$ cat src/design/apes_pkg.sv
// Package for the acceleration peak-envelope sonifier.
// Payload structs, register indexes, sequencer states and command/status types.
// No dependencies; every other design file refers to it by scoped names.
package apes_pkg;

    localparam int NUM_AXES   = 3;
    localparam int SAMPLE_W   = 16;
    localparam int CFG_IDX_W  = 8;
    localparam int CFG_DATA_W = 16;
    localparam int ABS_W      = 16;   // |high - baseline| always fits 16 bits unsigned
    localparam int SUM_W      = 34;   // sum of three 32-bit squares
    localparam int ROOT_W     = 17;   // isqrt of a 34-bit value
    localparam int REM_W      = 18;   // root remainder never exceeds 2 * root
    localparam int PROD_W     = 33;   // gain (16) times root (17)
    localparam int STEP_W     = 5;

    localparam logic signed [SAMPLE_W-1:0] ENV_HIGH_START = -16'sd8192;
    localparam logic signed [SAMPLE_W-1:0] ENV_LOW_START  = 16'sd8192;
    localparam logic [7:0]  DAC_CENTRE = 8'd128;
    localparam logic [7:0]  DAC_MAX    = 8'd255;
    localparam logic [15:0] GAIN_RESET = 16'd100;
    localparam logic [7:0]  SPC_RESET  = 8'd20;
    localparam logic [7:0]  CPB_RESET  = 8'd20;

    // sequencer step limits
    localparam logic [STEP_W-1:0] SQ_LAST   = 5'd3;
    localparam logic [STEP_W-1:0] ROOT_LAST = 5'd16;

    // configuration register indexes
    localparam logic [CFG_IDX_W-1:0] REG_GAIN    = 8'd0;
    localparam logic [CFG_IDX_W-1:0] REG_SPC     = 8'd1;
    localparam logic [CFG_IDX_W-1:0] REG_CPB     = 8'd2;

    typedef struct packed {
        logic signed [SAMPLE_W-1:0] accel_x;
        logic signed [SAMPLE_W-1:0] accel_y;
        logic signed [SAMPLE_W-1:0] accel_z;
    } in_t;

    typedef struct packed {
        logic [7:0]                 dac_level;
        logic                       column_done;
        logic                       baseline_updated;
        logic signed [SAMPLE_W-1:0] high_x;
        logic signed [SAMPLE_W-1:0] low_x;
        logic signed [SAMPLE_W-1:0] high_y;
        logic signed [SAMPLE_W-1:0] low_y;
        logic signed [SAMPLE_W-1:0] high_z;
        logic signed [SAMPLE_W-1:0] low_z;
    } out_t;

    typedef enum logic [2:0] {
        ST_IDLE,
        ST_ABS_SQ,
        ST_ROOT_INIT,
        ST_ROOT,
        ST_SCALE,
        ST_EMIT
    } state_t;

    typedef struct packed {
        logic       load;       // capture sample, update envelope
        logic       absq;       // register |high - baseline| of one axis
        logic       acc;        // accumulate square of registered deviation
        logic [1:0] axis;
        logic       root_init;
        logic       root_step;
        logic       scale;
        logic       emit;       // load result register, commit column state
    } cmd_t;

    typedef struct packed {
        logic out_free;
    } status_t;

endpackage

$ cat src/design/accel_peak_envelope_sonifier_core.sv
// After an input transfer the core steps through the square states, root setup,
// the 17-step digit-by-digit square root, a scaling state and the emit state, which
// waits while the result register is still full. The next sample is taken only after
// emit, so a new sample is not accepted before the last one is through.
// The result register holds a finished item while the next one is taken in.
// Reset (aresetn, synchronous, active low) restores config defaults, envelope
// -2 g / +2 g, baseline zero and both counters zero.
module accel_peak_envelope_sonifier_core (
    input  logic                            aclk,
    input  logic                            aresetn,
    input  logic                            s_valid,
    output logic                            s_ready,
    input  apes_pkg::in_t                   s_data,
    output logic                            m_valid,
    input  logic                            m_ready,
    output apes_pkg::out_t                  m_data,
    input  logic                            cfg_valid,
    output logic                            cfg_ready,
    input  logic [apes_pkg::CFG_IDX_W-1:0]  cfg_index,
    input  logic [apes_pkg::CFG_DATA_W-1:0] cfg_data
);

    apes_pkg::cmd_t    cmd;
    apes_pkg::status_t status;

    // config writes are always taken
    assign cfg_ready = 1'b1;

    apes_ctrl u_ctrl (
        .aclk    (aclk),
        .aresetn (aresetn),
        .s_valid (s_valid),
        .s_ready (s_ready),
        .status  (status),
        .cmd     (cmd)
    );

    apes_datapath u_datapath (
        .aclk      (aclk),
        .aresetn   (aresetn),
        .s_data    (s_data),
        .cfg_valid (cfg_valid),
        .cfg_index (cfg_index),
        .cfg_data  (cfg_data),
        .m_valid   (m_valid),
        .m_ready   (m_ready),
        .m_data    (m_data),
        .cmd       (cmd),
        .status    (status)
    );

endmodule

$ cat src/design/apes_ctrl.sv
// Sequencer for the sonifier: walks squares, root iterations, scaling and emit.
// Depends on apes_pkg; drives apes_datapath through cmd_t, reads status_t.
module apes_ctrl (
    input  logic             aclk,
    input  logic             aresetn,
    input  logic             s_valid,
    output logic             s_ready,
    input  apes_pkg::status_t status,
    output apes_pkg::cmd_t   cmd
);

    apes_pkg::state_t state_reg, state_next;
    logic [apes_pkg::STEP_W-1:0] step_reg, step_next;

    // state and step registers
    always_ff @(posedge aclk) begin
        if (!aresetn) begin
            state_reg <= apes_pkg::ST_IDLE;
            step_reg  <= '0;
        end else begin
            state_reg <= state_next;
            step_reg  <= step_next;
        end
    end

    // next state
    always_comb begin
        state_next = state_reg;
        step_next  = step_reg;
        case (state_reg)
            apes_pkg::ST_IDLE: begin
                if (s_valid) begin
                    state_next = apes_pkg::ST_ABS_SQ;
                    step_next  = '0;
                end
            end
            apes_pkg::ST_ABS_SQ: begin
                if (step_reg == apes_pkg::SQ_LAST) begin
                    state_next = apes_pkg::ST_ROOT_INIT;
                    step_next  = '0;
                end else begin
                    step_next = step_reg + 1'b1;
                end
            end
            apes_pkg::ST_ROOT_INIT: begin
                state_next = apes_pkg::ST_ROOT;
                step_next  = '0;
            end
            apes_pkg::ST_ROOT: begin
                if (step_reg == apes_pkg::ROOT_LAST) begin
                    state_next = apes_pkg::ST_SCALE;
                    step_next  = '0;
                end else begin
                    step_next = step_reg + 1'b1;
                end
            end
            apes_pkg::ST_SCALE: begin
                state_next = apes_pkg::ST_EMIT;
            end
            apes_pkg::ST_EMIT: begin
                if (status.out_free) begin
                    state_next = apes_pkg::ST_IDLE;
                end
            end
            default: begin
                state_next = apes_pkg::ST_IDLE;
                step_next  = '0;
            end
        endcase
    end

    // command outputs
    always_comb begin
        cmd     = '0;
        s_ready = 1'b0;
        case (state_reg)
            apes_pkg::ST_IDLE: begin
                s_ready  = 1'b1;
                cmd.load = s_valid;
            end
            apes_pkg::ST_ABS_SQ: begin
                cmd.absq = (step_reg != apes_pkg::SQ_LAST);
                cmd.axis = step_reg[1:0];
                cmd.acc  = (step_reg != '0);
            end
            apes_pkg::ST_ROOT_INIT: begin
                cmd.root_init = 1'b1;
            end
            apes_pkg::ST_ROOT: begin
                cmd.root_step = 1'b1;
            end
            apes_pkg::ST_SCALE: begin
                cmd.scale = 1'b1;
            end
            apes_pkg::ST_EMIT: begin
                cmd.emit = status.out_free;
            end
            default: begin
                cmd     = '0;
                s_ready = 1'b0;
            end
        endcase
    end

    // a transfer in always starts the square sequence
    a_load_starts: assert property (@(posedge aclk) disable iff (!aresetn)
        (s_valid && s_ready) |=> (state_reg == apes_pkg::ST_ABS_SQ && step_reg == '0))
        else $error("transfer in did not start the square sequence");

    // square sequence never runs past its last step
    a_sq_bound: assert property (@(posedge aclk) disable iff (!aresetn)
        (state_reg == apes_pkg::ST_ABS_SQ) |-> (step_reg <= apes_pkg::SQ_LAST))
        else $error("square step counter out of range");

    // root iterations end in the scaling cycle
    a_root_end: assert property (@(posedge aclk) disable iff (!aresetn)
        (state_reg == apes_pkg::ST_ROOT && step_reg == apes_pkg::ROOT_LAST)
        |=> (state_reg == apes_pkg::ST_SCALE))
        else $error("root sequence did not hand over to scaling");

endmodule

$ cat src/design/apes_datapath.sv
// Datapath for the sonifier: envelope state, config registers, squares,
// digit-by-digit square root, gain scaling and the result register.
// Depends on apes_pkg; controlled by apes_ctrl through cmd_t.
module apes_datapath (
    input  logic                              aclk,
    input  logic                              aresetn,
    input  apes_pkg::in_t                     s_data,
    input  logic                              cfg_valid,
    input  logic [apes_pkg::CFG_IDX_W-1:0]    cfg_index,
    input  logic [apes_pkg::CFG_DATA_W-1:0]   cfg_data,
    output logic                              m_valid,
    input  logic                              m_ready,
    output apes_pkg::out_t                    m_data,
    input  apes_pkg::cmd_t                    cmd,
    output apes_pkg::status_t                 status
);

    localparam int W = apes_pkg::SAMPLE_W;

    logic [15:0] gain_reg;
    logic [7:0]  spc_reg;
    logic [7:0]  cpb_reg;

    logic signed [W-1:0] column_high_reg [apes_pkg::NUM_AXES];
    logic signed [W-1:0] column_low_reg  [apes_pkg::NUM_AXES];
    logic signed [W-1:0] baseline_reg    [apes_pkg::NUM_AXES];
    logic [7:0] sample_count_reg;
    logic [7:0] column_count_reg;

    logic [apes_pkg::ABS_W-1:0]  abs_reg;
    logic [apes_pkg::SUM_W-1:0]  sum_reg;
    logic [apes_pkg::SUM_W-1:0]  rad_reg;
    logic [apes_pkg::REM_W-1:0]  rem_reg;
    logic [apes_pkg::ROOT_W-1:0] root_reg;
    logic [apes_pkg::PROD_W-1:0] prod_reg;

    logic           m_valid_reg;
    apes_pkg::out_t m_data_reg;

    logic signed [W-1:0] sample [apes_pkg::NUM_AXES];
    assign sample[0] = s_data.accel_x;
    assign sample[1] = s_data.accel_y;
    assign sample[2] = s_data.accel_z;

    assign status.out_free = !m_valid_reg || m_ready;
    assign m_valid = m_valid_reg;
    assign m_data  = m_data_reg;

    // configuration registers; unknown indexes are dropped
    always_ff @(posedge aclk) begin
        if (!aresetn) begin
            gain_reg <= apes_pkg::GAIN_RESET;
            spc_reg  <= apes_pkg::SPC_RESET;
            cpb_reg  <= apes_pkg::CPB_RESET;
        end else if (cfg_valid) begin
            case (cfg_index)
                apes_pkg::REG_GAIN: gain_reg <= cfg_data;
                apes_pkg::REG_SPC:  spc_reg  <= cfg_data[7:0];
                apes_pkg::REG_CPB:  cpb_reg  <= cfg_data[7:0];
                default: ;
            endcase
        end
    end

    // deviation of the selected axis
    logic signed [W:0] dev;
    logic [W:0]        dev_mag;
    always_comb begin
        dev     = {column_high_reg[cmd.axis][W-1], column_high_reg[cmd.axis]}
                - {baseline_reg[cmd.axis][W-1], baseline_reg[cmd.axis]};
        dev_mag = dev[W] ? (~dev + 1'b1) : dev;
    end

    // one root iteration: bring down two radicand bits, try root*4+1
    logic [apes_pkg::REM_W+1:0] rem_shift;
    logic [apes_pkg::REM_W+1:0] trial;
    logic                       take;
    logic [apes_pkg::REM_W+1:0] rem_diff;
    always_comb begin
        rem_shift = {rem_reg, rad_reg[apes_pkg::SUM_W-1 -: 2]};
        trial     = {1'b0, root_reg, 2'b01};
        take      = (rem_shift >= trial);
        rem_diff  = rem_shift - trial;
    end

    // column close decisions, taken at emit
    logic [8:0] sample_next;
    logic [8:0] column_next;
    logic       col_close;
    logic       base_reload;
    logic [27:0] level_wide;
    logic [7:0]  level;
    always_comb begin
        sample_next = {1'b0, sample_count_reg} + 9'd1;
        column_next = {1'b0, column_count_reg} + 9'd1;
        col_close   = (sample_next >= {1'b0, spc_reg});
        base_reload = col_close && (column_next >= {1'b0, cpb_reg});
        level_wide  = prod_reg[apes_pkg::PROD_W-1:5];
        if (level_wide > 28'd127) begin
            level = apes_pkg::DAC_MAX;
        end else begin
            level = apes_pkg::DAC_CENTRE + level_wide[7:0];
        end
    end

    // result word for the emit cycle; envelope fields only on a close
    apes_pkg::out_t m_data_next;
    always_comb begin
        m_data_next                  = '0;
        m_data_next.dac_level        = level;
        m_data_next.column_done      = col_close;
        m_data_next.baseline_updated = base_reload;
        if (col_close) begin
            m_data_next.high_x = column_high_reg[0];
            m_data_next.low_x  = column_low_reg[0];
            m_data_next.high_y = column_high_reg[1];
            m_data_next.low_y  = column_low_reg[1];
            m_data_next.high_z = column_high_reg[2];
            m_data_next.low_z  = column_low_reg[2];
        end
    end

    // envelope, baseline and counters
    always_ff @(posedge aclk) begin
        if (!aresetn) begin
            for (int i = 0; i < apes_pkg::NUM_AXES; i++) begin
                column_high_reg[i] <= apes_pkg::ENV_HIGH_START;
                column_low_reg[i]  <= apes_pkg::ENV_LOW_START;
                baseline_reg[i]    <= '0;
            end
            sample_count_reg <= '0;
            column_count_reg <= '0;
        end else if (cmd.load) begin
            for (int i = 0; i < apes_pkg::NUM_AXES; i++) begin
                if (sample[i] > column_high_reg[i]) column_high_reg[i] <= sample[i];
                if (sample[i] < column_low_reg[i])  column_low_reg[i]  <= sample[i];
            end
        end else if (cmd.emit) begin
            if (col_close) begin
                sample_count_reg <= '0;
                for (int i = 0; i < apes_pkg::NUM_AXES; i++) begin
                    column_high_reg[i] <= apes_pkg::ENV_HIGH_START;
                    column_low_reg[i]  <= apes_pkg::ENV_LOW_START;
                end
                if (base_reload) begin
                    column_count_reg <= '0;
                    for (int i = 0; i < apes_pkg::NUM_AXES; i++) begin
                        baseline_reg[i] <= W'(({column_high_reg[i][W-1], column_high_reg[i]}
                                            + {column_low_reg[i][W-1], column_low_reg[i]})
                                            >>> 1);
                    end
                end else begin
                    column_count_reg <= column_next[7:0];
                end
            end else begin
                sample_count_reg <= sample_next[7:0];
            end
        end
    end

    // squares, root and scaling
    always_ff @(posedge aclk) begin
        if (cmd.load) begin
            sum_reg <= '0;
        end else if (cmd.acc) begin
            sum_reg <= sum_reg + {2'b00, {16'd0, abs_reg} * {16'd0, abs_reg}};
        end
        if (cmd.absq) begin
            abs_reg <= dev_mag[apes_pkg::ABS_W-1:0];
        end
        if (cmd.root_init) begin
            rad_reg  <= sum_reg;
            rem_reg  <= '0;
            root_reg <= '0;
        end else if (cmd.root_step) begin
            rad_reg <= {rad_reg[apes_pkg::SUM_W-3:0], 2'b00};
            if (take) begin
                rem_reg  <= rem_diff[apes_pkg::REM_W-1:0];
                root_reg <= {root_reg[apes_pkg::ROOT_W-2:0], 1'b1};
            end else begin
                rem_reg  <= rem_shift[apes_pkg::REM_W-1:0];
                root_reg <= {root_reg[apes_pkg::ROOT_W-2:0], 1'b0};
            end
        end
        if (cmd.scale) begin
            prod_reg <= {17'd0, gain_reg} * {16'd0, root_reg};
        end
    end

    // result register
    always_ff @(posedge aclk) begin
        if (!aresetn) begin
            m_valid_reg <= 1'b0;
        end else if (cmd.emit) begin
            m_valid_reg <= 1'b1;
        end else if (m_ready) begin
            m_valid_reg <= 1'b0;
        end
    end

    always_ff @(posedge aclk) begin
        if (cmd.emit) begin
            m_data_reg <= m_data_next;
        end
    end

    // a closing emit restarts the column at -2 g / +2 g
    a_restart: assert property (@(posedge aclk) disable iff (!aresetn)
        (cmd.emit && col_close) |=> (column_high_reg[0] == apes_pkg::ENV_HIGH_START
                                     && column_low_reg[2] == apes_pkg::ENV_LOW_START))
        else $error("column envelope not restarted after close");

    // the axis-0 high never falls below its start value, nor the low rises above its own
    a_high_floor: assert property (@(posedge aclk) disable iff (!aresetn)
        (column_high_reg[0] >= apes_pkg::ENV_HIGH_START)
        && (column_low_reg[0] <= apes_pkg::ENV_LOW_START))
        else $error("envelope crossed its start value");

    // a baseline reload only comes with a closed column
    a_reload_needs_close: assert property (@(posedge aclk) disable iff (!aresetn)
        (m_valid_reg && m_data_reg.baseline_updated) |-> m_data_reg.column_done)
        else $error("baseline reload without column close");

endmodule
$ cat config.mk
export PLATFORM = sky130hd
export DESIGN_NAME = accel_peak_envelope_sonifier_core
export DESIGN_NICKNAME = d
export VERILOG_FILES = /design/src/design/apes_pkg.sv /design/src/design/accel_peak_envelope_sonifier_core.sv /design/src/design/apes_ctrl.sv /design/src/design/apes_datapath.sv
export SDC_FILE = /design/constraint.sdc
export NUM_CORES = 2
export LEC_CHECK = 0
export BUFFER_PORTS_ARGS = -buffer_cell sky130_fd_sc_hd__buf_2
export CORE_MARGIN = 3
export CORE_UTILIZATION = 41
export CTS_CLUSTER_DIAMETER = 60
export CTS_CLUSTER_SIZE = 25
export DETAILED_ROUTE_END_ITERATION = 12
export PLACE_DENSITY_LB_ADDON = 0.2
export REMOVE_ABC_BUFFERS = 1
export SETUP_SLACK_MARGIN = 0.4
export SLEW_MARGIN = 0
export SYNTH_ARGS = -nofsm -noshare
export SYNTH_HDL_FRONTEND = slang
export SYNTH_HIERARCHICAL = 1
export SYNTH_SLANG_ARGS = --single-unit
$ cat constraint.sdc
create_clock -name aclk -period 18.4 [get_ports aclk]
set_input_delay 0.92 -clock aclk [delete_from_list [all_inputs] [get_ports aclk]]
set_output_delay 0.92 -clock aclk [all_outputs]
set_load 0.1 [all_outputs]
---- After elaboration in Yosys (flattened, before gate mapping) ----
Memories as Yosys holds them, arrays and structs flattened.
Cells that the tools add are included.
cells by class
  add/subtract/negate cells ............... 11
  $mul .................................... 2
  order comparisons ....................... 10
  equal/unequal tests ..................... 14
  muxes and demuxes ....................... 76
  bitwise operators ....................... 18
  reduce and logical (&&, ||, !) cells .... 16
operator list
  kind                   number
  $mux 16                16
  $mux 34                2
  $add 16x16->17         3
  $gt 16x16->1           3
  $lt 16x16->1           3
  $mux 1                 45
  $add 34x32->34         1
  $mul 16x17->33         1
  $mul 16x16->32         1
  $gt 28x7->1 const B    1
  $ge 20x19->1           1
  $pmux 5 s4             1
  $add 8x1->9 const B    2
  $ge 9x8->1             2
  $mux 18                1
  $pmux 3 s6             1
  $sub 18x18->18         1
  $sub 16x16->17         1
  $add 16x1->16 const B  1
  $mux 8                 2
  $not 16->16            1
  $mux 5                 3
  $or 1x1->1             15
  $mux 3                 4
  other kinds (25)       35
word-level totals
  register bits ........................... 315
  bits in writable memories ............... 144
  bits of input ports ..................... 77
  memories ................................ 3
memory list
  memory                      words  bits a word  rd ports  clocked after Yosys merged registers in  write ports  RTL line             text
  u_datapath.baseline_reg     3      16           1         0                                        3            apes_datapath.sv:26  logic signed [W-1:0] baseline_reg [apes_pkg::NUM_AXES];
  u_datapath.column_high_reg  3      16           4         0                                        3            apes_datapath.sv:24  logic signed [W-1:0] column_high_reg [apes_pkg::NUM_AXES];
  u_datapath.column_low_reg   3      16           3         0                                        3            apes_datapath.sv:25  logic signed [W-1:0] column_low_reg [apes_pkg::NUM_AXES];

---- Depth between registers and ports, before layout ----
  depth in word-level cells ............... 10
  depth in mapped cells ................... 26
  gate-level depth less buffers ........... 25

---- Cells and area by module ----
The synthesis kept the hierarchy.
by module, submodules not included
  module                             times used  cells each  area an instance (um2)  seq. area each (um2)
  apes_datapath                      1           4140        40575.2                 12211.7
  apes_ctrl                          1           71          541.8                   160.2
  accel_peak_envelope_sonifier_core  1           2           11.3                    0.0

---- Least setup slack after synthesis ----
OpenSTA, ideal clock, no wires.
  path type ............................... input to register
  start point ............................. in m_ready
  end point ............................... mem u_datapath/baseline_reg[0][0] (netlist name) (enable)
  setup time .............................. 0.522 ns
  arrival ................................. 13.286 ns
  required time ........................... 17.878 ns
  slack ................................... 4.592 ns
  stages .................................. 10
  buffers on the path ..................... 1
  path through ............................ nand2b_1 nand2_1 nor3_1 inv_1 nor2_1 nand3_1 nand2_1 a41oi_1 buf_2 o21ai_0
RTL lines
  element      RTL line                                 text
  from (decl)  accel_peak_envelope_sonifier_core.sv:15  input logic m_ready,
  to (decl)    apes_datapath.sv:26

---- Worst setup path in the final report ----
  start point ............................. reg u_datapath/abs_reg[1] (netlist name)
  end point ............................... reg u_datapath/sum_reg[33] (netlist name)
between the ends
  word-level cells in the longest chain between the ends .. 2
ends and longest elaborated chain
  element                 RTL line              text
  from (decl)             apes_datapath.sv:30   logic [apes_pkg::ABS_W-1:0] abs_reg;
  from (signal assigned)  apes_datapath.sv:169  abs_reg <= dev_mag[apes_pkg::ABS_W-1:0];
  $mul 16x16->32          apes_datapath.sv:166  sum_reg <= sum_reg + {2'b00, {16'd0, abs_reg} * {16'd0, abs_reg}};
  $add 34x32->34          apes_datapath.sv:166
  to (signal assigned)    apes_datapath.sv:166
  to (decl)               apes_datapath.sv:31   logic [apes_pkg::SUM_W-1:0] sum_reg;
No other way between the ends.
A chain may end at the register's enable or synchronous reset.

==> reports/metrics.cfg <==
[clocking]
cts-resized-gates = 0
holdBufCountCts = 0
clockBufferDepth = 3
cts_max_level = 2
clock-sinks = 454
post_cts_buffers = 0
cts_tree = yes
clk_latency_ns = 0.67
root_buffer = clkbuf_16
path_clk_slew_ns = 0.08
cts_inserted_buffers = 52

[layout]
stdcell_area_sq_mm = 0.0452
syn_to_final_growth_pct = 9.92
fin_nets = 5216
insertedDiodeCount = 0
n_fill_cell = 9615
drive_gt1_share_pct = 9.22
largest_reg_flops = 106
finish.utilization_pct = 45.7

[synthesis]
yosysWarnings = 6
netlist-cell-type-count = 83
ys_seq_area_share_pct = 30.1
synthFlopType = edfxtp_1
ys_seq_elements = 454
syn-instance-count = 4213
synth_area_sq_mm = 0.0411
syn_area_per_cell_sq_um = 9.76
async_flop_share_pct = 0
synth_edf_count = 328

[worst_setup_path]
required_ns = 18.89
end_kind = flip-flop
worst-setup-path-type = flip-flop to flip-flop
timing.rr.end = u_datapath/sum_reg[33]
rr_startpoint = u_datapath/abs_reg[1]
path_cells = nand2_1, fa_1, inv_1, fa_1, fa_1, fa_1, fa_1, inv_1, fa_1, inv_1, ha_1, a211oi_1, nor2_1, or3_1, a311oi_2, o31ai_1, a221oi_1, mux2i_1, xnor2_1, nor2_1
critical-path-slowest-cell = edfxtp_1
crit_top_cell = fa_1
start_kind = flip-flop
cpPeakStageDelay_ns = 0.78
arrival_ns = 7.57
rrSetupSlack_ns = 11.33
reg2reg_depth = 20
crit_fanout = 17

[route]
antenna_left = 0
via_per_inst = 5.04
drt_first_pass_iters = 5
route.detailed.drc = 0
first_iter_violations = 1451
num_vias = 28534
wl_per_cell_um = 17.8
routed_wl_um = 100000

[timing]
hold_viol = 0
fin_crit_ns = 7.07
slew_viol_final = 0
max-slew-margin-rel_pct = 29.8
setup_viol = 0
hold_ws_ns = 0.482
post-route-period-util_pct = 38.4
rsz0062_at_grt = false
skew_ns = 0.0463
timing.fmax_mhz = 141
tns_ns = 0
tightest_slew_ns = 1.05

[grt]
overflow = 0
grt_pass1_wl_um = 162000
antenna_found_initial = 5
grt_pass1_vias = 29403
grt_max_degree = 92
gr-usage-all-layers_pct = 19.6

[floorplan]
coreArea_sq_mm = 0.0990
start_util_pct = 41.5
dieWidth_um = 323
rows = 115
io_pins = 186
die-height_um = 323
die_area_sq_mm = 0.104

[min_path]
hp-class = flip-flop to flip-flop
whs_path_depth = 2
hold-path-endpoint = u_datapath/cpb_reg[2]
min-delay-start = u_datapath/cpb_reg[2]

[placement]
gp_congestion = 0.866
port_buffers = 184
hpwlAfterDp_um = 78100
place_area_sq_mm = 0.0434

[run_status]
status = finished clean

[flow_run]
drv_cap = 0

## stage by stage
step | worst slack [ns] | std cells
finish | 11.33 | 5658
global route | 10.75 | 5658
CTS | 11.29 | 5658
detailed placement | 11.32 | 5560
global placement | 11.44 | 5560
floorplan | 4.49 | 4062
## logic make-up (layout without fill, tap and decap cells)
family          after synthesis  after routing  share of synthesized area (%)
fa+ha+maj                   812            812                           32.1
other cells                   2              2                         0.0183
simple gates               1271           1271                           14.9
buf+inv                     897           1055                           8.26
compound gates              485            485                           7.95
xor+xnor                    159            159                           3.39
flops                       454            454                           30.1
mux                         133            133                           3.35
## how the worst max path moves through the flow
stage                                     to                    from  cells past startpoint  slack (ns)
2_1_floorplan  u_datapath/baseline_reg[0][0]                 m_ready                      7        4.49
3_3_place_gp          u_datapath/sum_reg[33]   u_datapath/abs_reg[4]                     20       11.44
3_5_place_dp          u_datapath/sum_reg[32]  u_datapath/abs_reg[10]                     22       11.32
4_1_cts               u_datapath/sum_reg[32]  u_datapath/abs_reg[10]                     22       11.29
5_1_grt               u_datapath/sum_reg[32]   u_datapath/abs_reg[3]                     23       10.75
6_report              u_datapath/sum_reg[33]   u_datapath/abs_reg[1]                     20       11.33
## cell type report
type                            count  area [sq um]  share of cell area, %
Sequential cell                   454         12400                   27.4
Tap cell                         1287          1610                   3.56
Clock inverter                     44           531                   1.17
Multi-Input combinational cell   2862         25500                   56.3
Timing Repair Buffer              211          1120                   2.49
Clock buffer                       54          1310                   2.90
Inverter                          746          2800                   6.19
## layout by cell type, fill, tap and decap left out, types with 12 or more instances in the layout
cell type	synthesis	routed
a31o_2	13	13
nand3_1	53	53
o21a_1	23	23
a21boi_0	20	20
a21o_1	84	84
or3_1	13	13
or2_2	20	20
nor4_1	12	12
nor2b_1	131	131
buf_2	14	184
nor2_1	330	327
mux2i_1	97	97
and2_1	184	183
buf_4	1	27
o21bai_1	13	13
ha_1	407	407
clkbuf_16	0	52
inv_1	746	746
nor3_1	45	41
dfxtp_1	126	126
fa_1	405	405
o21ai_0	86	85
a21oi_1	125	123
nand2_1	384	384
nand4_1	27	27
xnor2_1	103	103
xor2_1	56	56
mux2_2	36	36
nand2b_1	33	33
edfxtp_1	328	328
a211oi_1	21	21
a311oi_1	16	15
## metal layers
| layer | up-vias | GRT usage (%) | routed length, um |
|---|---|---|---|
| li1 | 13896 | - | - |
| met1 | 14003 | 26.6 | 45700 |
| met2 | 501 | 32.5 | 47600 |
| met3 | 132 | 3.00 | 4270 |
| met4 | 2 | 5.97 | 2900 |
| met5 | - | 0 | 11 |
## synth_stat cells, types with 10 or more instances
library cell	count	area (sq um)
or3_1	13	81.3
dfxtp_1	126	2520
nand4_1	27	169
fa_1	405	8110
nor2_1	330	1240
nand2_1	384	1440
a311oi_1	16	140
a31o_2	13	114
xnor2_1	103	902
o21ai_0	86	430
mux2_2	36	405
a21o_1	84	631
a21boi_0	20	150
or2_2	20	125
nor2b_1	131	820
o21a_1	23	173
and2_1	184	1150
a21oi_1	125	626
ha_1	407	5090
edfxtp_1	328	9850
nand3_1	53	265
nor3_1	45	225
a211oi_1	21	158
o21bai_1	13	97.6
nand2b_1	33	206
mux2i_1	97	971
inv_1	746	2800
nor4_1	12	75.1
xor2_1	56	490
buf_2	14	70.1
and3_1	10	62.6
clkbuf_1	124	465
## critical path, delay by kind of cell, from the launching register on
kind	cells	cell delay (ns)
adder cells (fa/ha/maj)	7	3.57
AO/OA/AOI/OAI	4	1.28
flip-flops	1	0.78
AND/OR/NAND/NOR	4	0.70
multiplexers	1	0.26
buffers and inverters	3	0.16
XOR/XNOR	1	0.14
Power is not shown: default switching activity piles up to over one toggle a cycle in this logic, so the estimate is an artifact.
